[config.mk]
export PLATFORM = sky130hd
export DESIGN_NAME = usb_ep0_control_request_engine_unit
export DESIGN_NICKNAME = d
export VERILOG_FILES = /design/src/ucre_pkg.sv /design/src/ucre_front.sv /design/src/ucre_queue.sv /design/src/ucre_back.sv /design/src/usb_ep0_control_request_engine_unit.sv
export SDC_FILE = /design/constraint.sdc
export NUM_CORES = 1
export LEC_CHECK = 0
export BUFFER_PORTS_ARGS = -buffer_cell sky130_fd_sc_hd__buf_4
export CAP_MARGIN = 15
export CORE_ASPECT_RATIO = 1.75
export CORE_MARGIN = 10
export CORE_UTILIZATION = 50
export DETAILED_ROUTE_END_ITERATION = 8
export PLACE_DENSITY = 0.82
export SYNTH_ARGS = -nofsm -noshare
export SYNTH_HDL_FRONTEND = slang
export SYNTH_SLANG_ARGS = --single-unit
[constraint.sdc]
create_clock -name clk -period 11.1 [get_ports clk]
set_input_delay 2.22 -clock clk [delete_from_list [all_inputs] [get_ports clk]]
set_output_delay 2.22 -clock clk [all_outputs]
set_load 0.005 [all_outputs]
[src/ucre_pkg.sv]
package ucre_pkg;

  typedef enum logic [1:0] {
    OP_RESET   = 2'd0,
    OP_SETUP   = 2'd1,
    OP_XFER    = 2'd2,
    OP_CONNECT = 2'd3
  } opcode_t;

  typedef enum logic [3:0] {
    ACT_STALL      = 4'd0,
    ACT_SET_ADDR   = 4'd1,
    ACT_DATA_IN    = 4'd2,
    ACT_DATA_OUT   = 4'd3,
    ACT_STATUS_IN  = 4'd4,
    ACT_STATUS_OUT = 4'd5,
    ACT_OPEN_EPS   = 4'd6,
    ACT_CLOSE_EPS  = 4'd7,
    ACT_FUNC_CFG   = 4'd8,
    ACT_FWD_CLASS  = 4'd9,
    ACT_CTRL_OUT   = 4'd10,
    ACT_EP_DONE    = 4'd11,
    ACT_RECOVER_RX = 4'd12,
    ACT_REOPEN_IN  = 4'd13,
    ACT_REQUEUE_RX = 4'd14,
    ACT_NOTIFY_CFG = 4'd15
  } action_t;

  typedef enum logic [1:0] {
    DEV_DEFAULT    = 2'd0,
    DEV_ADDRESSED  = 2'd1,
    DEV_CONFIGURED = 2'd2
  } dev_state_t;

  typedef enum logic [2:0] {
    STG_IDLE = 3'd0,
    STG_DIN  = 3'd1,
    STG_DOUT = 3'd2,
    STG_SIN  = 3'd3,
    STG_SOUT = 3'd4
  } stage_t;

  localparam logic [1:0] SRC_CTRL  = 2'd0;
  localparam logic [1:0] SRC_DESC  = 2'd1;
  localparam logic [1:0] SRC_CLASS = 2'd2;

  localparam logic [7:0] REQ_GET_STATUS    = 8'd0;
  localparam logic [7:0] REQ_CLEAR_FEATURE = 8'd1;
  localparam logic [7:0] REQ_SET_FEATURE   = 8'd3;
  localparam logic [7:0] REQ_SET_ADDRESS   = 8'd5;
  localparam logic [7:0] REQ_GET_DESC      = 8'd6;
  localparam logic [7:0] REQ_GET_CONFIG    = 8'd8;
  localparam logic [7:0] REQ_SET_CONFIG    = 8'd9;
  localparam logic [7:0] REQ_GET_IFACE     = 8'd10;
  localparam logic [7:0] REQ_SET_IFACE     = 8'd11;

  localparam logic [1:0] TYPE_STANDARD = 2'd0;
  localparam logic [1:0] TYPE_CLASS    = 2'd1;

  localparam int MAX_RECS = 8;

  typedef struct packed {
    action_t     action;
    logic [7:0]  target_endpoint;
    logic        action_flag;
    logic [15:0] transfer_length;
    logic [1:0]  data_source;
    logic [15:0] payload;
    dev_state_t  device_state_out;
  } rec_t;

  typedef struct packed {
    logic [3:0]           cnt;
    rec_t [MAX_RECS-1:0]  recs;
  } batch_t;

  typedef struct packed {
    logic push;
    logic pop;
  } q_ctrl_t;

  function automatic rec_t mk(action_t a, logic [7:0] ep, logic f, logic [15:0] len,
                              logic [1:0] src, logic [15:0] pay, dev_state_t ds);
    rec_t r;
    r.action           = a;
    r.target_endpoint  = ep;
    r.action_flag      = f;
    r.transfer_length  = len;
    r.data_source      = src;
    r.payload          = pay;
    r.device_state_out = ds;
    return r;
  endfunction

endpackage

[src/ucre_front.sv]
module ucre_front #(
  parameter int CONTROL_BUFFER_BYTES = 64
) (
  input  logic                clk,
  input  logic                rst,
  input  logic                cfg_we,
  input  logic [7:0]          cfg_wdata,
  input  logic                accept,
  input  logic [1:0]          opcode,
  input  logic [63:0]         setup_packet,
  input  logic [7:0]          endpoint,
  input  logic                transfer_error,
  input  logic [15:0]         transfer_bytes,
  input  logic [1:0]          link_speed,
  input  logic                function_ok,
  input  logic                endpoints_ok,
  input  logic [15:0]         descriptor_length,
  input  logic                submit_ok,
  output logic                has_recs,
  output ucre_pkg::batch_t    batch
);

  localparam logic [15:0] CBB = 16'(CONTROL_BUFFER_BYTES);

  logic [7:0]           bulk_out_endpoint;
  ucre_pkg::dev_state_t device_state, device_state_next;
  logic                 active_configuration, active_configuration_next;
  ucre_pkg::stage_t     control_stage, control_stage_next;
  logic [1:0]           bus_speed, bus_speed_next;

  always_ff @(posedge clk) begin
    if (rst) begin
      bulk_out_endpoint    <= 8'd1;
      device_state         <= ucre_pkg::DEV_DEFAULT;
      active_configuration <= 1'b0;
      control_stage        <= ucre_pkg::STG_IDLE;
      bus_speed            <= 2'd0;
    end else begin
      if (cfg_we) bulk_out_endpoint <= cfg_wdata;
      if (accept) begin
        device_state         <= device_state_next;
        active_configuration <= active_configuration_next;
        control_stage        <= control_stage_next;
        bus_speed            <= bus_speed_next;
      end
    end
  end

  always_comb begin
    logic [7:0]  bm, req;
    logic [15:0] wv, wi, wl, len;
    logic [3:0]  n;
    ucre_pkg::dev_state_t ds;
    ucre_pkg::stage_t     stg;
    logic ac;
    logic is_ep0;
    ucre_pkg::rec_t [ucre_pkg::MAX_RECS-1:0] r;

    bm  = setup_packet[7:0];
    req = setup_packet[15:8];
    wv  = setup_packet[31:16];
    wi  = setup_packet[47:32];
    wl  = setup_packet[63:48];
    len = 16'd0;
    n   = 4'd0;
    ds  = device_state;
    stg = control_stage;
    ac  = active_configuration;
    is_ep0 = (endpoint == 8'h00) || (endpoint == 8'h80);
    r   = '0;
    bus_speed_next = bus_speed;

    unique case (ucre_pkg::opcode_t'(opcode))
      ucre_pkg::OP_RESET: begin
        ds = ucre_pkg::DEV_DEFAULT; ac = 1'b0; stg = ucre_pkg::STG_IDLE;
        r[0] = ucre_pkg::mk(ucre_pkg::ACT_CLOSE_EPS, 8'd0, 1'b0, 16'd0, 2'd0, 16'd0, ds);
        r[1] = ucre_pkg::mk(ucre_pkg::ACT_FUNC_CFG, 8'd0, 1'b0, 16'd0, 2'd0,
                            {14'd0, bus_speed}, ds);
        n = 4'd2;
      end
      ucre_pkg::OP_SETUP: begin
        stg = ucre_pkg::STG_IDLE;
        if (bm[6:5] == ucre_pkg::TYPE_STANDARD) begin
          unique case (req)
            ucre_pkg::REQ_GET_STATUS: begin
              if (bm[4:0] > 5'd2) begin
                r[0] = ucre_pkg::mk(ucre_pkg::ACT_STALL, 8'd0, 1'b1, 16'd0, 2'd0, 16'd0, ds);
                n = 4'd1;
              end else begin
                stg = ucre_pkg::STG_DIN;
                r[0] = ucre_pkg::mk(ucre_pkg::ACT_DATA_IN, 8'd0, 1'b0, 16'd2,
                                    ucre_pkg::SRC_CTRL, 16'd0, ds);
                n = 4'd1;
              end
            end
            ucre_pkg::REQ_CLEAR_FEATURE, ucre_pkg::REQ_SET_FEATURE: begin
              if (bm != 8'h02 || wv != 16'd0) begin
                r[0] = ucre_pkg::mk(ucre_pkg::ACT_STALL, 8'd0, 1'b1, 16'd0, 2'd0, 16'd0, ds);
                n = 4'd1;
              end else begin
                r[0] = ucre_pkg::mk(ucre_pkg::ACT_STALL, wi[7:0],
                                    req == ucre_pkg::REQ_SET_FEATURE, 16'd0, 2'd0, 16'd0, ds);
                stg = ucre_pkg::STG_SIN;
                r[1] = ucre_pkg::mk(ucre_pkg::ACT_STATUS_IN, 8'd0, 1'b0, 16'd0, 2'd0,
                                    16'd0, ds);
                n = 4'd2;
              end
            end
            ucre_pkg::REQ_SET_ADDRESS: begin
              if (bm != 8'h00 || wv > 16'd127 || wi != 16'd0 || wl != 16'd0) begin
                r[0] = ucre_pkg::mk(ucre_pkg::ACT_STALL, 8'd0, 1'b1, 16'd0, 2'd0, 16'd0, ds);
                n = 4'd1;
              end else begin
                ds = ucre_pkg::DEV_ADDRESSED;
                r[0] = ucre_pkg::mk(ucre_pkg::ACT_SET_ADDR, 8'd0, 1'b0, 16'd0, 2'd0, wv, ds);
                stg = ucre_pkg::STG_SIN;
                r[1] = ucre_pkg::mk(ucre_pkg::ACT_STATUS_IN, 8'd0, 1'b0, 16'd0, 2'd0,
                                    16'd0, ds);
                n = 4'd2;
              end
            end
            ucre_pkg::REQ_GET_DESC: begin
              if (descriptor_length == 16'd0) begin
                r[0] = ucre_pkg::mk(ucre_pkg::ACT_STALL, 8'd0, 1'b1, 16'd0, 2'd0, 16'd0, ds);
                n = 4'd1;
              end else begin
                len = (descriptor_length > wl) ? wl : descriptor_length;
                stg = ucre_pkg::STG_DIN;
                r[0] = ucre_pkg::mk(ucre_pkg::ACT_DATA_IN, 8'd0, 1'b0, len,
                                    ucre_pkg::SRC_DESC, 16'd0, ds);
                n = 4'd1;
              end
            end
            ucre_pkg::REQ_SET_CONFIG: begin
              if (bm != 8'h00 || wv > 16'd1 || wi != 16'd0 || wl != 16'd0) begin
                r[0] = ucre_pkg::mk(ucre_pkg::ACT_STALL, 8'd0, 1'b1, 16'd0, 2'd0, 16'd0, ds);
                n = 4'd1;
              end else if (wv[0]) begin
                // reconfigure: tear down the running configuration first
                if (ds == ucre_pkg::DEV_CONFIGURED) begin
                  r[0] = ucre_pkg::mk(ucre_pkg::ACT_CLOSE_EPS, 8'd0, 1'b0, 16'd0, 2'd0,
                                      16'd0, ds);
                  r[1] = ucre_pkg::mk(ucre_pkg::ACT_FUNC_CFG, 8'd0, 1'b0, 16'd0, 2'd0,
                                      {14'd0, bus_speed}, ds);
                  ds = ucre_pkg::DEV_ADDRESSED;
                  n = 4'd2;
                end
                ac = 1'b1;
                r[n[2:0]] = ucre_pkg::mk(ucre_pkg::ACT_FUNC_CFG, 8'd0, 1'b1, 16'd0, 2'd0,
                                         {14'd0, bus_speed}, ds);
                n = n + 4'd1;
                if (!function_ok) begin
                  ac = 1'b0; ds = ucre_pkg::DEV_ADDRESSED;
                  r[n[2:0]] = ucre_pkg::mk(ucre_pkg::ACT_STALL, 8'd0, 1'b1, 16'd0, 2'd0,
                                           16'd0, ds);
                  n = n + 4'd1;
                end else begin
                  r[n[2:0]] = ucre_pkg::mk(ucre_pkg::ACT_OPEN_EPS, 8'd0, 1'b0, 16'd0, 2'd0,
                                           16'd0, ds);
                  n = n + 4'd1;
                  if (!endpoints_ok) begin
                    ac = 1'b0; ds = ucre_pkg::DEV_ADDRESSED;
                    r[n[2:0]] = ucre_pkg::mk(ucre_pkg::ACT_FUNC_CFG, 8'd0, 1'b0, 16'd0, 2'd0,
                                             {14'd0, bus_speed}, ds);
                    r[3'(n + 4'd1)] = ucre_pkg::mk(ucre_pkg::ACT_STALL, 8'd0, 1'b1, 16'd0,
                                                   2'd0, 16'd0, ds);
                    n = n + 4'd2;
                  end else begin
                    ds = ucre_pkg::DEV_CONFIGURED;
                    r[n[2:0]] = ucre_pkg::mk(ucre_pkg::ACT_NOTIFY_CFG, 8'd0, 1'b0, 16'd0,
                                             2'd0, 16'd0, ds);
                    stg = ucre_pkg::STG_SIN;
                    r[3'(n + 4'd1)] = ucre_pkg::mk(ucre_pkg::ACT_STATUS_IN, 8'd0, 1'b0,
                                                   16'd0, 2'd0, 16'd0, ds);
                    n = n + 4'd2;
                  end
                end
              end else begin
                ac = 1'b0; ds = ucre_pkg::DEV_ADDRESSED;
                r[0] = ucre_pkg::mk(ucre_pkg::ACT_CLOSE_EPS, 8'd0, 1'b0, 16'd0, 2'd0,
                                    16'd0, ds);
                r[1] = ucre_pkg::mk(ucre_pkg::ACT_FUNC_CFG, 8'd0, 1'b0, 16'd0, 2'd0,
                                    {14'd0, bus_speed}, ds);
                stg = ucre_pkg::STG_SIN;
                r[2] = ucre_pkg::mk(ucre_pkg::ACT_STATUS_IN, 8'd0, 1'b0, 16'd0, 2'd0,
                                    16'd0, ds);
                n = 4'd3;
              end
            end
            ucre_pkg::REQ_GET_CONFIG, ucre_pkg::REQ_GET_IFACE: begin
              stg = ucre_pkg::STG_DIN;
              r[0] = ucre_pkg::mk(ucre_pkg::ACT_DATA_IN, 8'd0, 1'b0, 16'd1,
                                  ucre_pkg::SRC_CTRL,
                                  (req == ucre_pkg::REQ_GET_CONFIG) ? {15'd0, ac} : 16'd0,
                                  ds);
              n = 4'd1;
            end
            ucre_pkg::REQ_SET_IFACE: begin
              if (wv == 16'd0) begin
                stg = ucre_pkg::STG_SIN;
                r[0] = ucre_pkg::mk(ucre_pkg::ACT_STATUS_IN, 8'd0, 1'b0, 16'd0, 2'd0,
                                    16'd0, ds);
              end else begin
                r[0] = ucre_pkg::mk(ucre_pkg::ACT_STALL, 8'd0, 1'b1, 16'd0, 2'd0, 16'd0, ds);
              end
              n = 4'd1;
            end
            default: begin
              r[0] = ucre_pkg::mk(ucre_pkg::ACT_STALL, 8'd0, 1'b1, 16'd0, 2'd0, 16'd0, ds);
              n = 4'd1;
            end
          endcase
          // data in / status in submissions above were each the last record
          if (!submit_ok && n != 4'd0 &&
              (r[3'(n - 4'd1)].action == ucre_pkg::ACT_DATA_IN ||
               r[3'(n - 4'd1)].action == ucre_pkg::ACT_STATUS_IN)) begin
            stg = ucre_pkg::STG_IDLE;
            r[n[2:0]] = ucre_pkg::mk(ucre_pkg::ACT_STALL, 8'd0, 1'b1, 16'd0, 2'd0, 16'd0, ds);
            n = n + 4'd1;
          end
        end else if (bm[6:5] == ucre_pkg::TYPE_CLASS) begin
          len = (wl > CBB) ? CBB : wl;
          r[0] = ucre_pkg::mk(ucre_pkg::ACT_FWD_CLASS, 8'd0, 1'b0, len,
                              ucre_pkg::SRC_CLASS, 16'd0, ds);
          if (!function_ok) begin
            r[1] = ucre_pkg::mk(ucre_pkg::ACT_STALL, 8'd0, 1'b1, 16'd0, 2'd0, 16'd0, ds);
            n = 4'd2;
          end else begin
            if (bm[7]) begin
              stg = ucre_pkg::STG_DIN;
              r[1] = ucre_pkg::mk(ucre_pkg::ACT_DATA_IN, 8'd0, 1'b0, len,
                                  ucre_pkg::SRC_CLASS, 16'd0, ds);
            end else if (len != 16'd0) begin
              stg = ucre_pkg::STG_DOUT;
              r[1] = ucre_pkg::mk(ucre_pkg::ACT_DATA_OUT, 8'd0, 1'b0, len,
                                  ucre_pkg::SRC_CLASS, 16'd0, ds);
            end else begin
              stg = ucre_pkg::STG_SIN;
              r[1] = ucre_pkg::mk(ucre_pkg::ACT_STATUS_IN, 8'd0, 1'b0, 16'd0, 2'd0,
                                  16'd0, ds);
            end
            n = 4'd2;
            if (!submit_ok) begin
              stg = ucre_pkg::STG_IDLE;
              r[2] = ucre_pkg::mk(ucre_pkg::ACT_STALL, 8'd0, 1'b1, 16'd0, 2'd0, 16'd0, ds);
              n = 4'd3;
            end
          end
        end else begin
          r[0] = ucre_pkg::mk(ucre_pkg::ACT_STALL, 8'd0, 1'b1, 16'd0, 2'd0, 16'd0, ds);
          n = 4'd1;
        end
      end
      ucre_pkg::OP_XFER: begin
        if (is_ep0) begin
          case (control_stage)
            ucre_pkg::STG_DIN: begin
              if (transfer_error) begin
                stg = ucre_pkg::STG_IDLE;
                r[0] = ucre_pkg::mk(ucre_pkg::ACT_STALL, 8'd0, 1'b1, 16'd0, 2'd0, 16'd0, ds);
                n = 4'd1;
              end else begin
                stg = ucre_pkg::STG_SOUT;
                r[0] = ucre_pkg::mk(ucre_pkg::ACT_STATUS_OUT, 8'd0, 1'b0, 16'd0, 2'd0,
                                    16'd0, ds);
                n = 4'd1;
                if (!submit_ok) begin
                  stg = ucre_pkg::STG_IDLE;
                  r[1] = ucre_pkg::mk(ucre_pkg::ACT_STALL, 8'd0, 1'b1, 16'd0, 2'd0,
                                      16'd0, ds);
                  n = 4'd2;
                end
              end
            end
            ucre_pkg::STG_DOUT: begin
              if (transfer_error || transfer_bytes == 16'd0) begin
                stg = ucre_pkg::STG_IDLE;
                r[0] = ucre_pkg::mk(ucre_pkg::ACT_STALL, 8'd0, 1'b1, 16'd0, 2'd0, 16'd0, ds);
                n = 4'd1;
              end else begin
                r[0] = ucre_pkg::mk(ucre_pkg::ACT_CTRL_OUT, 8'd0, 1'b0, transfer_bytes,
                                    2'd0, 16'd0, ds);
                if (!function_ok) begin
                  stg = ucre_pkg::STG_IDLE;
                  r[1] = ucre_pkg::mk(ucre_pkg::ACT_STALL, 8'd0, 1'b1, 16'd0, 2'd0,
                                      16'd0, ds);
                  n = 4'd2;
                end else begin
                  stg = ucre_pkg::STG_SIN;
                  r[1] = ucre_pkg::mk(ucre_pkg::ACT_STATUS_IN, 8'd0, 1'b0, 16'd0, 2'd0,
                                      16'd0, ds);
                  n = 4'd2;
                  if (!submit_ok) begin
                    stg = ucre_pkg::STG_IDLE;
                    r[2] = ucre_pkg::mk(ucre_pkg::ACT_STALL, 8'd0, 1'b1, 16'd0, 2'd0,
                                        16'd0, ds);
                    n = 4'd3;
                  end
                end
              end
            end
            ucre_pkg::STG_SIN, ucre_pkg::STG_SOUT: begin
              stg = ucre_pkg::STG_IDLE;
              if (transfer_error) begin
                r[0] = ucre_pkg::mk(ucre_pkg::ACT_STALL, 8'd0, 1'b1, 16'd0, 2'd0, 16'd0, ds);
                n = 4'd1;
              end
            end
            default: ;
          endcase
        end else begin
          r[0] = ucre_pkg::mk(ucre_pkg::ACT_EP_DONE, endpoint, transfer_error,
                              transfer_bytes, 2'd0, 16'd0, ds);
          n = 4'd1;
          if (transfer_error) begin
            r[1] = ucre_pkg::mk(endpoint[7] ? ucre_pkg::ACT_REOPEN_IN
                                            : ucre_pkg::ACT_RECOVER_RX,
                                endpoint, 1'b0, 16'd0, 2'd0, 16'd0, ds);
            n = 4'd2;
          end else if (endpoint == bulk_out_endpoint &&
                       ds == ucre_pkg::DEV_CONFIGURED) begin
            r[1] = ucre_pkg::mk(ucre_pkg::ACT_REQUEUE_RX, endpoint, 1'b0, 16'd0, 2'd0,
                                16'd0, ds);
            n = 4'd2;
            if (!submit_ok) begin
              r[2] = ucre_pkg::mk(ucre_pkg::ACT_RECOVER_RX, endpoint, 1'b0, 16'd0, 2'd0,
                                  16'd0, ds);
              n = 4'd3;
            end
          end
        end
      end
      default: bus_speed_next = link_speed;
    endcase

    device_state_next         = ds;
    active_configuration_next = ac;
    control_stage_next        = stg;
    batch.cnt  = n;
    batch.recs = r;
    has_recs   = (n != 4'd0);
  end

endmodule

[src/ucre_queue.sv]
module ucre_queue (
  input  logic               clk,
  input  logic               rst,
  input  ucre_pkg::q_ctrl_t  ctrl,
  input  ucre_pkg::batch_t   wr_batch,
  output ucre_pkg::batch_t   rd_batch,
  output logic               full,
  output logic               empty
);

  ucre_pkg::batch_t mem [2];
  logic       wr_ptr, rd_ptr;
  logic [1:0] count;

  always_ff @(posedge clk) begin
    if (ctrl.push) mem[wr_ptr] <= wr_batch;
  end

  always_ff @(posedge clk) begin
    if (rst) begin
      wr_ptr <= 1'b0;
      rd_ptr <= 1'b0;
      count  <= 2'd0;
    end else begin
      if (ctrl.push) wr_ptr <= ~wr_ptr;
      if (ctrl.pop)  rd_ptr <= ~rd_ptr;
      count <= count + {1'b0, ctrl.push} - {1'b0, ctrl.pop};
    end
  end

  assign rd_batch = mem[rd_ptr];
  assign full     = (count == 2'd2);
  assign empty    = (count == 2'd0);

  a_count_max: assert property (@(posedge clk) disable iff (rst) count <= 2'd2)
    else $error("queue count overflow");
  a_no_push_full: assert property (@(posedge clk) disable iff (rst) full |-> !ctrl.push)
    else $error("push into full queue");
  a_no_pop_empty: assert property (@(posedge clk) disable iff (rst) empty |-> !ctrl.pop)
    else $error("pop from empty queue");
  a_ptr_match: assert property (@(posedge clk) disable iff (rst)
                                (count == 2'd0 || count == 2'd2) |-> wr_ptr == rd_ptr)
    else $error("queue pointers out of step");

endmodule

[src/ucre_back.sv]
module ucre_back (
  input  logic              clk,
  input  logic              rst,
  input  ucre_pkg::batch_t  head,
  input  logic              empty,
  output logic              pop,
  input  logic              out_stall,
  output logic              out_valid,
  output ucre_pkg::rec_t    rec,
  output logic              last
);

  logic [2:0] idx;
  logic       load, head_last;

  assign load      = !empty && (!out_valid || !out_stall);
  assign head_last = ({1'b0, idx} == head.cnt - 4'd1);
  assign pop       = load && head_last;

  always_ff @(posedge clk) begin
    if (rst) begin
      out_valid <= 1'b0;
      idx       <= 3'd0;
    end else begin
      if (load) begin
        out_valid <= 1'b1;
        idx       <= head_last ? 3'd0 : idx + 3'd1;
      end else if (!out_stall) begin
        out_valid <= 1'b0;
      end
    end
  end

  always_ff @(posedge clk) begin
    if (load) begin
      rec  <= head.recs[idx];
      last <= head_last;
    end
  end

  a_idx_range: assert property (@(posedge clk) disable iff (rst)
                                !empty |-> {1'b0, idx} < head.cnt)
    else $error("record index beyond batch");
  a_idx_wrap: assert property (@(posedge clk) disable iff (rst) pop |=> idx == 3'd0)
    else $error("index not rewound after batch");

endmodule

[src/usb_ep0_control_request_engine_unit.sv]
// USB device EP0 control request engine. Each accepted event is classified in
// the cycle it is taken; its action records (up to eight, "last" on the final
// one, none for a connect) go into a two-batch queue and leave one record per
// cycle while out_stall is low through the output register, so an event takes
// one output slot per record. The output side sets the sustained rate. in_stall
// rises only while both queue slots are taken.
module usb_ep0_control_request_engine_unit #(
  parameter int CONTROL_BUFFER_BYTES = 64
) (
  input  logic        clk,
  input  logic        rst,
  input  logic        cfg_we,
  input  logic [7:0]  cfg_wdata,
  input  logic        in_valid,
  output logic        in_stall,
  input  logic [1:0]  opcode,
  input  logic [63:0] setup_packet,
  input  logic [7:0]  endpoint,
  input  logic        transfer_error,
  input  logic [15:0] transfer_bytes,
  input  logic [1:0]  link_speed,
  input  logic        function_ok,
  input  logic        endpoints_ok,
  input  logic [15:0] descriptor_length,
  input  logic        submit_ok,
  output logic        out_valid,
  input  logic        out_stall,
  output logic [3:0]  action,
  output logic [7:0]  target_endpoint,
  output logic        action_flag,
  output logic [15:0] transfer_length,
  output logic [1:0]  data_source,
  output logic [15:0] payload,
  output logic [1:0]  device_state_out,
  output logic        last
);

  ucre_pkg::batch_t  fr_batch, hd_batch;
  ucre_pkg::q_ctrl_t qc;
  ucre_pkg::rec_t    rec;
  logic accept, has_recs, q_full, q_empty, pop;

  assign in_stall = q_full;
  assign accept   = in_valid && !q_full;
  assign qc.push  = accept && has_recs;
  assign qc.pop   = pop;

  ucre_front #(.CONTROL_BUFFER_BYTES(CONTROL_BUFFER_BYTES)) u_front (
    .clk, .rst, .cfg_we, .cfg_wdata, .accept,
    .opcode, .setup_packet, .endpoint, .transfer_error, .transfer_bytes,
    .link_speed, .function_ok, .endpoints_ok, .descriptor_length, .submit_ok,
    .has_recs, .batch(fr_batch)
  );

  ucre_queue u_queue (
    .clk, .rst, .ctrl(qc), .wr_batch(fr_batch), .rd_batch(hd_batch),
    .full(q_full), .empty(q_empty)
  );

  ucre_back u_back (
    .clk, .rst, .head(hd_batch), .empty(q_empty), .pop,
    .out_stall, .out_valid, .rec, .last
  );

  assign action           = rec.action;
  assign target_endpoint  = rec.target_endpoint;
  assign action_flag      = rec.action_flag;
  assign transfer_length  = rec.transfer_length;
  assign data_source      = rec.data_source;
  assign payload          = rec.payload;
  assign device_state_out = rec.device_state_out;

endmodule

==> impl_metrics.ini, run 1 <==
[run_status]
outcome = complete, no violations

[clock_tree]
tritoncts.num_buffers = 27
cts-htree-levels = 1
clock_edge_transition_at_the_registers_on_the_reported_setup_and_hold_paths_ps = 70
cts.sink_count = 325
post_cts_resize_count = 0
ctsRootBufferMaster = sky130_fd_sc_hd__clkbuf_16
clockBufferDepth = 3
clk-insertion-delay-late_ps = 550
postCtsHoldBufs = 0
cts_post_setup_buffers_inserted = 0
tritoncts = yes

[die]
design.die.area_sq_um = 39400
height_of_the_chip_microns = 255
chipWidth_microns = 154
placement_rows = 86
core_area_sq_um = 31400
ios = 177
floorplan.initialDensity_pct = 50.4

[pwr]
power_density_nw_per_um2 = 146
total_power_mw = 2.71
pwr-share-seq_pct = 54.1
power.leakage_nw = 6.44
switching_share_pct = 24.2
p_clk_share_pct = 32.2
share_comb_of_total_power_pct = 13.7
switchingPower_uw = 657
cellInternalPower_mw = 2.05
ir_drop_v = 0.000123

[synth]
synthFlopType = sky130_fd_sc_hd__edfxtp_1
syn_area_sq_um = 15800
synth_enable_flop_cells = 300
synth_cells = 1237
synth-warning-count = 0
synth_cell_types = 89
asyncSetResetFlopFracSynth_pct = 0
seq_cells_post_synth = 325
yosysSeqAreaShare_pct = 60.1
syn_area_per_cell_sq_um = 12.8

[final_layout]
fraction_of_layout_cells_with_a_size_suffix_above_1_pct = 21.3
syn2layout_area_growth_pct = 16.9
final_net_count = 1600

[worst_hold_path]
timing.hold.worst.class = flop to flop

[timing]
min_period_over_period_pct = 69.8
max_slew_margin_pct = 24.9
maxSlewViolCount = 0
final-setup-viol-count = 0
worst_clock_skew_ps = 12.4
tns_ps = 0
grt_setup_unrepaired = false
worst_slew_pin_slew_ps = 1120
final_period_minus_worst_setup_slack_ps = 7750
timing.final.hold_violations = 0
max_freq_mhz = 129

[global_route]
grt.overflow.total = 0
wire_length_of_the_first_global_routing_pass_microns = 67800
maximum_number_of_pins_on_one_net_before_global_route_repair = 126
grt.total_usage_pct = 21.9
antenna_found_initial = 2
first_global_vias = 11700

[worst_setup_path]
setup.worst_path.start_class = primary input
setup.worst_path.class = primary input to flop
worst_ep_required_time_ps = 11290
worst-endpoint-arrival_ps = 7940
worst_setup_end_kind = flop
cp_max_fo = 59

[route]
vias = 11300
drt_pass1_iterations = 5
drt_iter0_markers = 1022
route.detailed.drc = 0
ant_nets = 0
drt-wirelength-per-cell_microns = 23.9
drt-vias-per-instance = 6.06
drt-total-wl_microns = 44400

[placed_design]
dp_hpwl_microns = 33400
placement.io_buffers = 176
routability_driven_placement_congestion_ratio = 0.982

[run]
timing.max_cap.violations = 0
## cell usage in the layout (no fill, tap or decap), types with 8 or more instances in the layout
cell type	n
sky130_fd_sc_hd__ha_1	33
sky130_fd_sc_hd__or3_1	9
sky130_fd_sc_hd__dfxtp_1	23
sky130_fd_sc_hd__a21oi_1	61
sky130_fd_sc_hd__a31oi_1	13
sky130_fd_sc_hd__buf_4	187
sky130_fd_sc_hd__nand3_1	28
sky130_fd_sc_hd__a22oi_1	10
sky130_fd_sc_hd__mux4_2	46
sky130_fd_sc_hd__xor2_1	12
sky130_fd_sc_hd__o21ai_0	53
sky130_fd_sc_hd__a21o_1	9
sky130_fd_sc_hd__and2_1	33
sky130_fd_sc_hd__nor2b_1	16
sky130_fd_sc_hd__and3_1	23
sky130_fd_sc_hd__clkbuf_16	27
sky130_fd_sc_hd__conb_1	44
sky130_fd_sc_hd__nand2b_1	15
sky130_fd_sc_hd__nand2_1	93
sky130_fd_sc_hd__edfxtp_1	300
sky130_fd_sc_hd__nor2_1	114
sky130_fd_sc_hd__a22o_1	11
sky130_fd_sc_hd__inv_1	39
sky130_fd_sc_hd__nor3_1	28
sky130_fd_sc_hd__nand4_1	11
sky130_fd_sc_hd__clkbuf_1	8
sky130_fd_sc_hd__xnor2_1	9
sky130_fd_sc_hd__nor4_1	23
sky130_fd_sc_hd__mux2i_1	43
sky130_fd_sc_hd__o21a_1	10
## flip-flops by register name (all words and copies together), names as in the netlist, named ones only
name                          flops
u_queue.count                     2
u_back.idx                        3
u_back.out_valid                  1
u_front.bus_speed                 2
u_queue.wr_ptr                    1
u_front.bulk_out_endpoint         8
u_front.active_configuration      1
u_queue.rd_ptr                    1
u_front.control_stage             3
u_queue.mem                     250
u_front.device_state              2
u_back.last                       1
u_back.rec                       49
## stage by stage
stage	util, %	instances	cell area, sq um	setup slack [ps]	hold slack [ps]
6_report	58.9	1858	18500	3350	510
4_1_cts	58.9	1856	18500	3370	510
3_5_place_dp	56.4	1809	17700	2810	495
5_1_grt	58.9	1858	18500	2910	541
3_3_place_gp	56.3	1808	17700	2790	491
2_1_floorplan	-	1280	16000	1780	444
## area by class of cell
class                   instances  area (sq um)
fillers                      2556         12900
flip-flops and latches        325          9510
multi-input cells             858          6120
repair buffers                189          1430
clock buffers                  35           706
well taps                     396           495
inverters                      41           154
clock inverters                12          80.1
diodes                          2          5.00
## power by group through the flow
stage,logic [mW],registers [mW],clock network (mW)
after floorplan,0.205,1.49,0
after global placement,0.368,1.49,0
after detailed placement,0.374,1.49,0
after CTS,0.376,1.47,0.886
after global routing,0.406,1.47,0.930
final,0.372,1.47,0.872
## kinds of logic after synthesis
kind of cell               Yosys count  synth area share [%]
xor gates and xnor gates            21                  1.16
AOI/OAI and AO/OA                  234                  10.0
DFF                                325                  60.1
adders and majority gates           33                  2.61
muxes                               90                  9.34
and+or+nand+nor                    436                  14.3
other                                1                0.0237
buffers and inverters               97                  2.41
## synthesized netlist by cell type, types with 4 or more instances
cell type                    n  area share (%)
sky130_fd_sc_hd__nand3_1    28            0.89
sky130_fd_sc_hd__nor2b_1    17            0.67
sky130_fd_sc_hd__buf_1       5            0.12
sky130_fd_sc_hd__o21ai_0    53             1.7
sky130_fd_sc_hd__and3_1     23            0.91
sky130_fd_sc_hd__ha_1       33             2.6
sky130_fd_sc_hd__edfxtp_1  300              57
sky130_fd_sc_hd__or3_1       9            0.36
sky130_fd_sc_hd__inv_1      39            0.93
sky130_fd_sc_hd__or4_1       4            0.19
sky130_fd_sc_hd__xor2_1     12            0.66
sky130_fd_sc_hd__mux4_2     46             6.5
sky130_fd_sc_hd__nor4b_1     4            0.22
sky130_fd_sc_hd__a22oi_1    10            0.47
sky130_fd_sc_hd__nand4b_1    5            0.28
sky130_fd_sc_hd__clkbuf_1   42             1.0
sky130_fd_sc_hd__nand4_1    11            0.43
sky130_fd_sc_hd__xnor2_1     9            0.50
sky130_fd_sc_hd__a221oi_1    4            0.22
sky130_fd_sc_hd__nor4_1     23            0.91
sky130_fd_sc_hd__nor3_1     28            0.89
sky130_fd_sc_hd__o21a_1     10            0.47
sky130_fd_sc_hd__a22o_1     11            0.61
sky130_fd_sc_hd__mux2i_1    43             2.7
sky130_fd_sc_hd__or2_2       4            0.16
sky130_fd_sc_hd__dfxtp_1    25             3.2
sky130_fd_sc_hd__buf_2       7            0.22
sky130_fd_sc_hd__a21oi_1    62             2.0
sky130_fd_sc_hd__and2_1     34             1.3
sky130_fd_sc_hd__nand2b_1   15            0.59
sky130_fd_sc_hd__a211oi_1    7            0.33
sky130_fd_sc_hd__nand3_2     4            0.25
sky130_fd_sc_hd__a21o_1      9            0.43
sky130_fd_sc_hd__nor2_1    114             2.7
sky130_fd_sc_hd__nand2_1    93             2.2
sky130_fd_sc_hd__o211ai_1    4            0.19
sky130_fd_sc_hd__a31oi_1    13            0.51
## worst max-delay path, cell delays in order
cell and delay (ps):
sky130_fd_sc_hd__buf_4 110, sky130_fd_sc_hd__nor4_1 450, sky130_fd_sc_hd__nand4_1 370, sky130_fd_sc_hd__nor4_4 610, sky130_fd_sc_hd__nand3_2 290, sky130_fd_sc_hd__nor2_2 370, sky130_fd_sc_hd__nor2_1 140, sky130_fd_sc_hd__ha_1 340
sky130_fd_sc_hd__inv_1 80, sky130_fd_sc_hd__o21a_1 110, sky130_fd_sc_hd__o311a_1 130, sky130_fd_sc_hd__or3_1 370, sky130_fd_sc_hd__a31o_4 280, sky130_fd_sc_hd__o211ai_1 270, sky130_fd_sc_hd__a22oi_1 170, sky130_fd_sc_hd__a31oi_2 280
sky130_fd_sc_hd__and2_4 700, sky130_fd_sc_hd__buf_4 540
## metal layers
metal	GRT usage, %	routed length (microns)
met2	38.0	22900
met3	3.40	3310
met5	0	0
met4	12.3	2490
met1	25.1	15700
## final timing paths
path	from	endpoint	slack [ps]	cells past startpoint
worst max register to register	u_front.device_state[1]	u_queue.mem[1][37]	5270	16
worst max-delay path	setup_packet[40]	u_queue.mem[1][37]	3350	18
worst min register to register	u_back.out_valid	u_back.out_valid	510	2
worst min-delay path	u_back.out_valid	u_back.out_valid	510	2
(Power assumes the default switching activity.)
==> inputs of run 2 (changes only) <==
Settings changed: PLACE_DENSITY 0.82 to 0.79.
Clock period 11.1 ns to 7.8 ns, I/O delays scaled along.
==> impl_metrics.ini, run 2 (synthesized netlist as in run 1, its figures left out) <==
[clock_tree]
tritoncts.num_buffers = 27
clk-insertion-delay-late_ps = 550
tritoncts = yes
cts_post_setup_buffers_inserted = 0
clock_edge_transition_at_the_registers_on_the_reported_setup_and_hold_paths_ps = 70
postCtsHoldBufs = 0
ctsRootBufferMaster = sky130_fd_sc_hd__clkbuf_16
post_cts_resize_count = 0
cts.sink_count = 325
clockBufferDepth = 3
cts-htree-levels = 1

[route]
route.met2.wl_microns = 24100
top_signal_layer_used = met4
route.detailed.drc = 0
vias = 11500
detail_route.wirelength.met1_microns = 17600
drt-total-wl_microns = 47200
drt-vias-per-instance = 6.14
ant_nets = 0
drt-wirelength-per-cell_microns = 25.2
drt_iter0_markers = 1070
met3RoutedLength_microns = 3190
drt_pass1_iterations = 5

[final_layout]
largest_reg_flops = 250
commonest_cells_after_routing_fill_and_taps_aside = sky130_fd_sc_hd__edfxtp_1, sky130_fd_sc_hd__buf_4, sky130_fd_sc_hd__nor2_1, sky130_fd_sc_hd__nand2_1, sky130_fd_sc_hd__a21oi_1
fraction_of_layout_cells_with_a_size_suffix_above_1_pct = 22.5
post-route-cell-area_sq_um = 18800
final_net_count = 1611
top_regs = u_queue.mem (250), u_back.rec (49), u_front.bulk_out_endpoint (8)
syn2layout_area_growth_pct = 18.8
most_frequent_standard_cell_in_the_layout_excluding_fill_and_tap_cells = sky130_fd_sc_hd__edfxtp_1
largest_register_by_flop_count = u_queue.mem

[timing]
timing.final.hold_violations = 0
tns_ps = 0
maxSlewViolCount = 0
grt_setup_unrepaired = false
worst_clock_skew_ps = 21.5
max_slew_margin_pct = 35.9
final-setup-viol-count = 0
final_period_minus_worst_setup_slack_ps = 6480
worst_slew_pin_slew_ps = 958
fin_hold_ws_ps = 509
pnr_worst_setup_slack_ps = 1320
min_period_over_period_pct = 83.0
max_freq_mhz = 154

[worst_setup_path]
cp_max_fo = 42
worst_setup_end_kind = flop
setup.worst_path.class = primary input to flop
setup.worst_path.start_class = primary input
worst_ep_required_time_ps = 8030
worst-endpoint-arrival_ps = 6700

[placed_design]
routability_driven_placement_congestion_ratio = 0.969
place_area_sq_um = 17800
placement.io_buffers = 176
detailedPlace.worstSlack_ps = 826
dp_hpwl_microns = 35500

[die]
design.die.area_sq_um = 39400
placement_rows = 86
height_of_the_chip_microns = 255
ios = 177
chipWidth_microns = 154
core_area_sq_um = 31400
floorplan.initialDensity_pct = 50.4

[global_route]
maximum_number_of_pins_on_one_net_before_global_route_repair = 55
grt.total_usage_pct = 23.1
wire_length_of_the_first_global_routing_pass_microns = 70700
grt.overflow.total = 0
first_global_vias = 11700
antenna_found_initial = 0

[pwr]
total_power_mw = 4.08
ir_drop_v = 0.000186
power_density_nw_per_um2 = 217
power.leakage_nw = 6.60

[run_status]
outcome = complete, no violations

[run]
timing.max_cap.violations = 0

[worst_hold_path]
timing.hold.worst.class = flop to flop
==> run 2: report_power, final <==
group	internal [mW]	leakage, nW	switching, mW
sequential	2.05	2.83	0.0400
combinational	0.239	3.30	0.314
clock	0.836	0.466	0.607
total	3.12	6.60	0.961
==> run 2: area by class of cell <==
| type | count | area [sq um] |
|---|---|---|
| fillers | 2489 | 12600 |
| flip-flops and latches | 325 | 9510 |
| multi-input cells | 858 | 6120 |
| repair buffers | 200 | 1560 |
| clock buffers | 34 | 732 |
| well taps | 396 | 495 |
| clock inverters | 16 | 223 |
| inverters | 41 | 154 |
| diodes | 1 | 2.50 |
==> run 2: per-layer routing <==
metal  vias up  global-route usage, %
met5         -                      0
met4         0                   10.4
met3       117                   3.50
met2       544                   40.2
met1      5693                   27.4
li1       5136                      -
==> run 2: critical path, stage by stage <==
cell and delay, ps:
sky130_fd_sc_hd__buf_4 140, sky130_fd_sc_hd__nor4_2 350, sky130_fd_sc_hd__nand3_2 230, sky130_fd_sc_hd__nor4_4 610, sky130_fd_sc_hd__nand3_2 300, sky130_fd_sc_hd__nor2_2 410, sky130_fd_sc_hd__nor2_1 140, sky130_fd_sc_hd__ha_1 360
sky130_fd_sc_hd__inv_1 100, sky130_fd_sc_hd__o21a_1 110, sky130_fd_sc_hd__o311a_1 120, sky130_fd_sc_hd__or3_1 370, sky130_fd_sc_hd__a31o_4 280, sky130_fd_sc_hd__o211ai_1 250, sky130_fd_sc_hd__a22oi_1 170, sky130_fd_sc_hd__a31oi_2 260
sky130_fd_sc_hd__nor2b_4 560, sky130_fd_sc_hd__buf_12 320
==> run 2: stage by stage <==
stage	util, %	cells
2_1_floorplan	-	1280
3_3_place_gp	56.8	1820
3_5_place_dp	56.8	1820
4_1_cts	59.8	1870
5_1_grt	59.8	1870
6_report	59.8	1871
==> run 2: worst paths after layout <==
kind,cells after the start,end,slack [ps],from
max,18,u_queue.mem[0][24],1320,setup_packet[28]
min,2,u_back.out_valid,510,u_back.out_valid
max reg2reg,16,u_queue.mem[0][24],2330,u_front.device_state[1]
min reg2reg,2,u_back.out_valid,510,u_back.out_valid
==> inputs of run 3 (changes only) <==
Settings changed: PLACE_DENSITY 0.79 to 0.82.
Clock period 7.8 ns to 5.9 ns, I/O delays scaled along.
==> impl_metrics.ini, run 3 (synthesized netlist as in run 1, its figures left out) <==
[placed_design]
detailedPlace.worstSlack_ps = 121
routability_driven_placement_congestion_ratio = 1.03
place_area_sq_um = 18100
dp_hpwl_microns = 34600
placement.io_buffers = 176

[clock_tree]
cts.sink_count = 325
ctsRootBufferMaster = sky130_fd_sc_hd__clkbuf_16
post_cts_resize_count = 0
cts-htree-levels = 1
cts_post_setup_buffers_inserted = 0
tritoncts.num_buffers = 27
postCtsHoldBufs = 0
tritoncts = yes
clockBufferDepth = 3
clk-insertion-delay-late_ps = 550
clock_edge_transition_at_the_registers_on_the_reported_setup_and_hold_paths_ps = 70

[route]
vias = 11600
drt-total-wl_microns = 45800
drt-wirelength-per-cell_microns = 24.2
route.detailed.drc = 0
drt_iter0_markers = 1244
ant_nets = 0
drt_pass1_iterations = 8
drt-vias-per-instance = 6.10

[final_layout]
syn2layout_area_growth_pct = 20.2
commonest_cells_after_routing_fill_and_taps_aside = sky130_fd_sc_hd__edfxtp_1, sky130_fd_sc_hd__buf_4, sky130_fd_sc_hd__nor2_1, sky130_fd_sc_hd__nand2_1, sky130_fd_sc_hd__a21oi_1
fillerInstances = 2425
final_net_count = 1639
antenna_cells_inserted = 0
fraction_of_layout_cells_with_a_size_suffix_above_1_pct = 24.4
largest_reg_flops = 250
top_regs = u_queue.mem (250), u_back.rec (49), u_front.bulk_out_endpoint (8)
largest_register_by_flop_count = u_queue.mem
most_frequent_standard_cell_in_the_layout_excluding_fill_and_tap_cells = sky130_fd_sc_hd__edfxtp_1
post-route-cell-area_sq_um = 19000

[global_route]
wire_length_of_the_first_global_routing_pass_microns = 69400
first_global_vias = 11900
maximum_number_of_pins_on_one_net_before_global_route_repair = 55
grt.overflow.total = 0
grt.total_usage_pct = 22.4
antenna_found_initial = 0

[timing]
final-setup-viol-count = 0
worst_slew_pin_slew_ps = 1080
grt_setup_unrepaired = false
max_freq_mhz = 189
max_slew_margin_pct = 28.2
fin_hold_ws_ps = 512
pnr_worst_setup_slack_ps = 613
maxSlewViolCount = 0
final_period_minus_worst_setup_slack_ps = 5290
timing.final.hold_violations = 0
min_period_over_period_pct = 89.6
worst_clock_skew_ps = 11.7

[worst_setup_path]
r2r_start = u_front.device_state[1]
setup.worst_path.class = primary input to flop
worstRegToRegCells = 17
worst_ep_required_time_ps = 6130
worst_setup_end_kind = flop
setup.worst_path.start_class = primary input
cp_max_fo = 42
worst-endpoint-arrival_ps = 5520
regToRegEndpoint = u_queue.mem[1][24]
timing.reg2reg.setup_slack_ps = 1610

[die]
core_area_sq_um = 31400
design.die.area_sq_um = 39400
placement_rows = 86
ios = 177
floorplan.initialDensity_pct = 50.4
height_of_the_chip_microns = 255
chipWidth_microns = 154

[pwr]
ir_drop_v = 0.000208
power_density_nw_per_um2 = 279
power.leakage_nw = 6.72
total_power_mw = 5.31

[worst_hold_path]
whs_endpoint = u_back.out_valid
timing.hold.worst.class = flop to flop
hold_depth = 2
hp-start = u_back.out_valid

[run_status]
outcome = complete, no violations

[run]
timing.max_cap.violations = 0
## run 3: how the worst max path moves through the flow
stage,from,to,slack (ps),depth (start not counted)
after floorplan,setup_packet[60],u_queue.mem[0][0],-770,17
after global placement,setup_packet[1],u_queue.mem[1][83],260,18
after detailed placement,setup_packet[1],u_queue.mem[1][35],120,18
after CTS,setup_packet[1],u_queue.mem[1][74],660,18
after global routing,setup_packet[1],u_queue.mem[1][24],460,18
final,setup_packet[1],u_queue.mem[1][24],610,18
## run 3: cell type report
class / instances / area [sq um] / share of cell area [%]
multi-input combinational: 858 / 6170 / 32.4
tap: 396 / 495 / 2.60
clock inverter: 22 / 231 / 1.22
timing repair buffer: 228 / 1790 / 9.39
sequential: 325 / 9510 / 50.0
inverter: 41 / 154 / 0.809
clock buffer: 27 / 676 / 3.55
## run 3: worst max-delay path, stage by stage
cell	delay [ps]
sky130_fd_sc_hd__buf_4	160
sky130_fd_sc_hd__nor4_1	450
sky130_fd_sc_hd__nand4_1	280
sky130_fd_sc_hd__buf_4	250
sky130_fd_sc_hd__nor4_4	390
sky130_fd_sc_hd__a32o_1	340
sky130_fd_sc_hd__nor2_4	80
sky130_fd_sc_hd__ha_4	280
sky130_fd_sc_hd__inv_2	40
sky130_fd_sc_hd__o21a_1	90
sky130_fd_sc_hd__o311a_1	130
sky130_fd_sc_hd__or3_1	330
sky130_fd_sc_hd__a31o_4	260
sky130_fd_sc_hd__o2111ai_1	250
sky130_fd_sc_hd__o211ai_2	160
sky130_fd_sc_hd__a31oi_2	240
sky130_fd_sc_hd__and2_4	300
sky130_fd_sc_hd__buf_12	270
## run 3: metrics by stage
step / std cells / setup TNS (ps) / util, %
6_report: 1897 / 0 / 60.6
5_1_grt: 1897 / 0 / 60.6
4_1_cts: 1897 / 0 / 60.6
3_5_place_dp: 1848 / 0 / 57.7
3_3_place_gp: 1848 / 0 / 57.7
2_1_floorplan: 1280 / -150870 / -
## run 3: layer usage
layer / track usage (%) / wire (microns) / up-vias / part of all wire, %
li1: - / - / 5184 / -
met1: 24.7 / 16100 / 5596 / 35
met2: 40.0 / 24100 / 643 / 52
met3: 3.67 / 3190 / 143 / 7.0
met4: 12.0 / 2530 / 0 / 5.5
met5: 0 / 0 / - / 0
## run 3: report_power, final
group          switching (mW)  internal (mW)  total (mW)
Combinational           0.406          0.326       0.732
Sequential             0.0542           2.70        2.76
Clock                   0.836          0.985        1.82
Total                    1.30           4.02        5.31
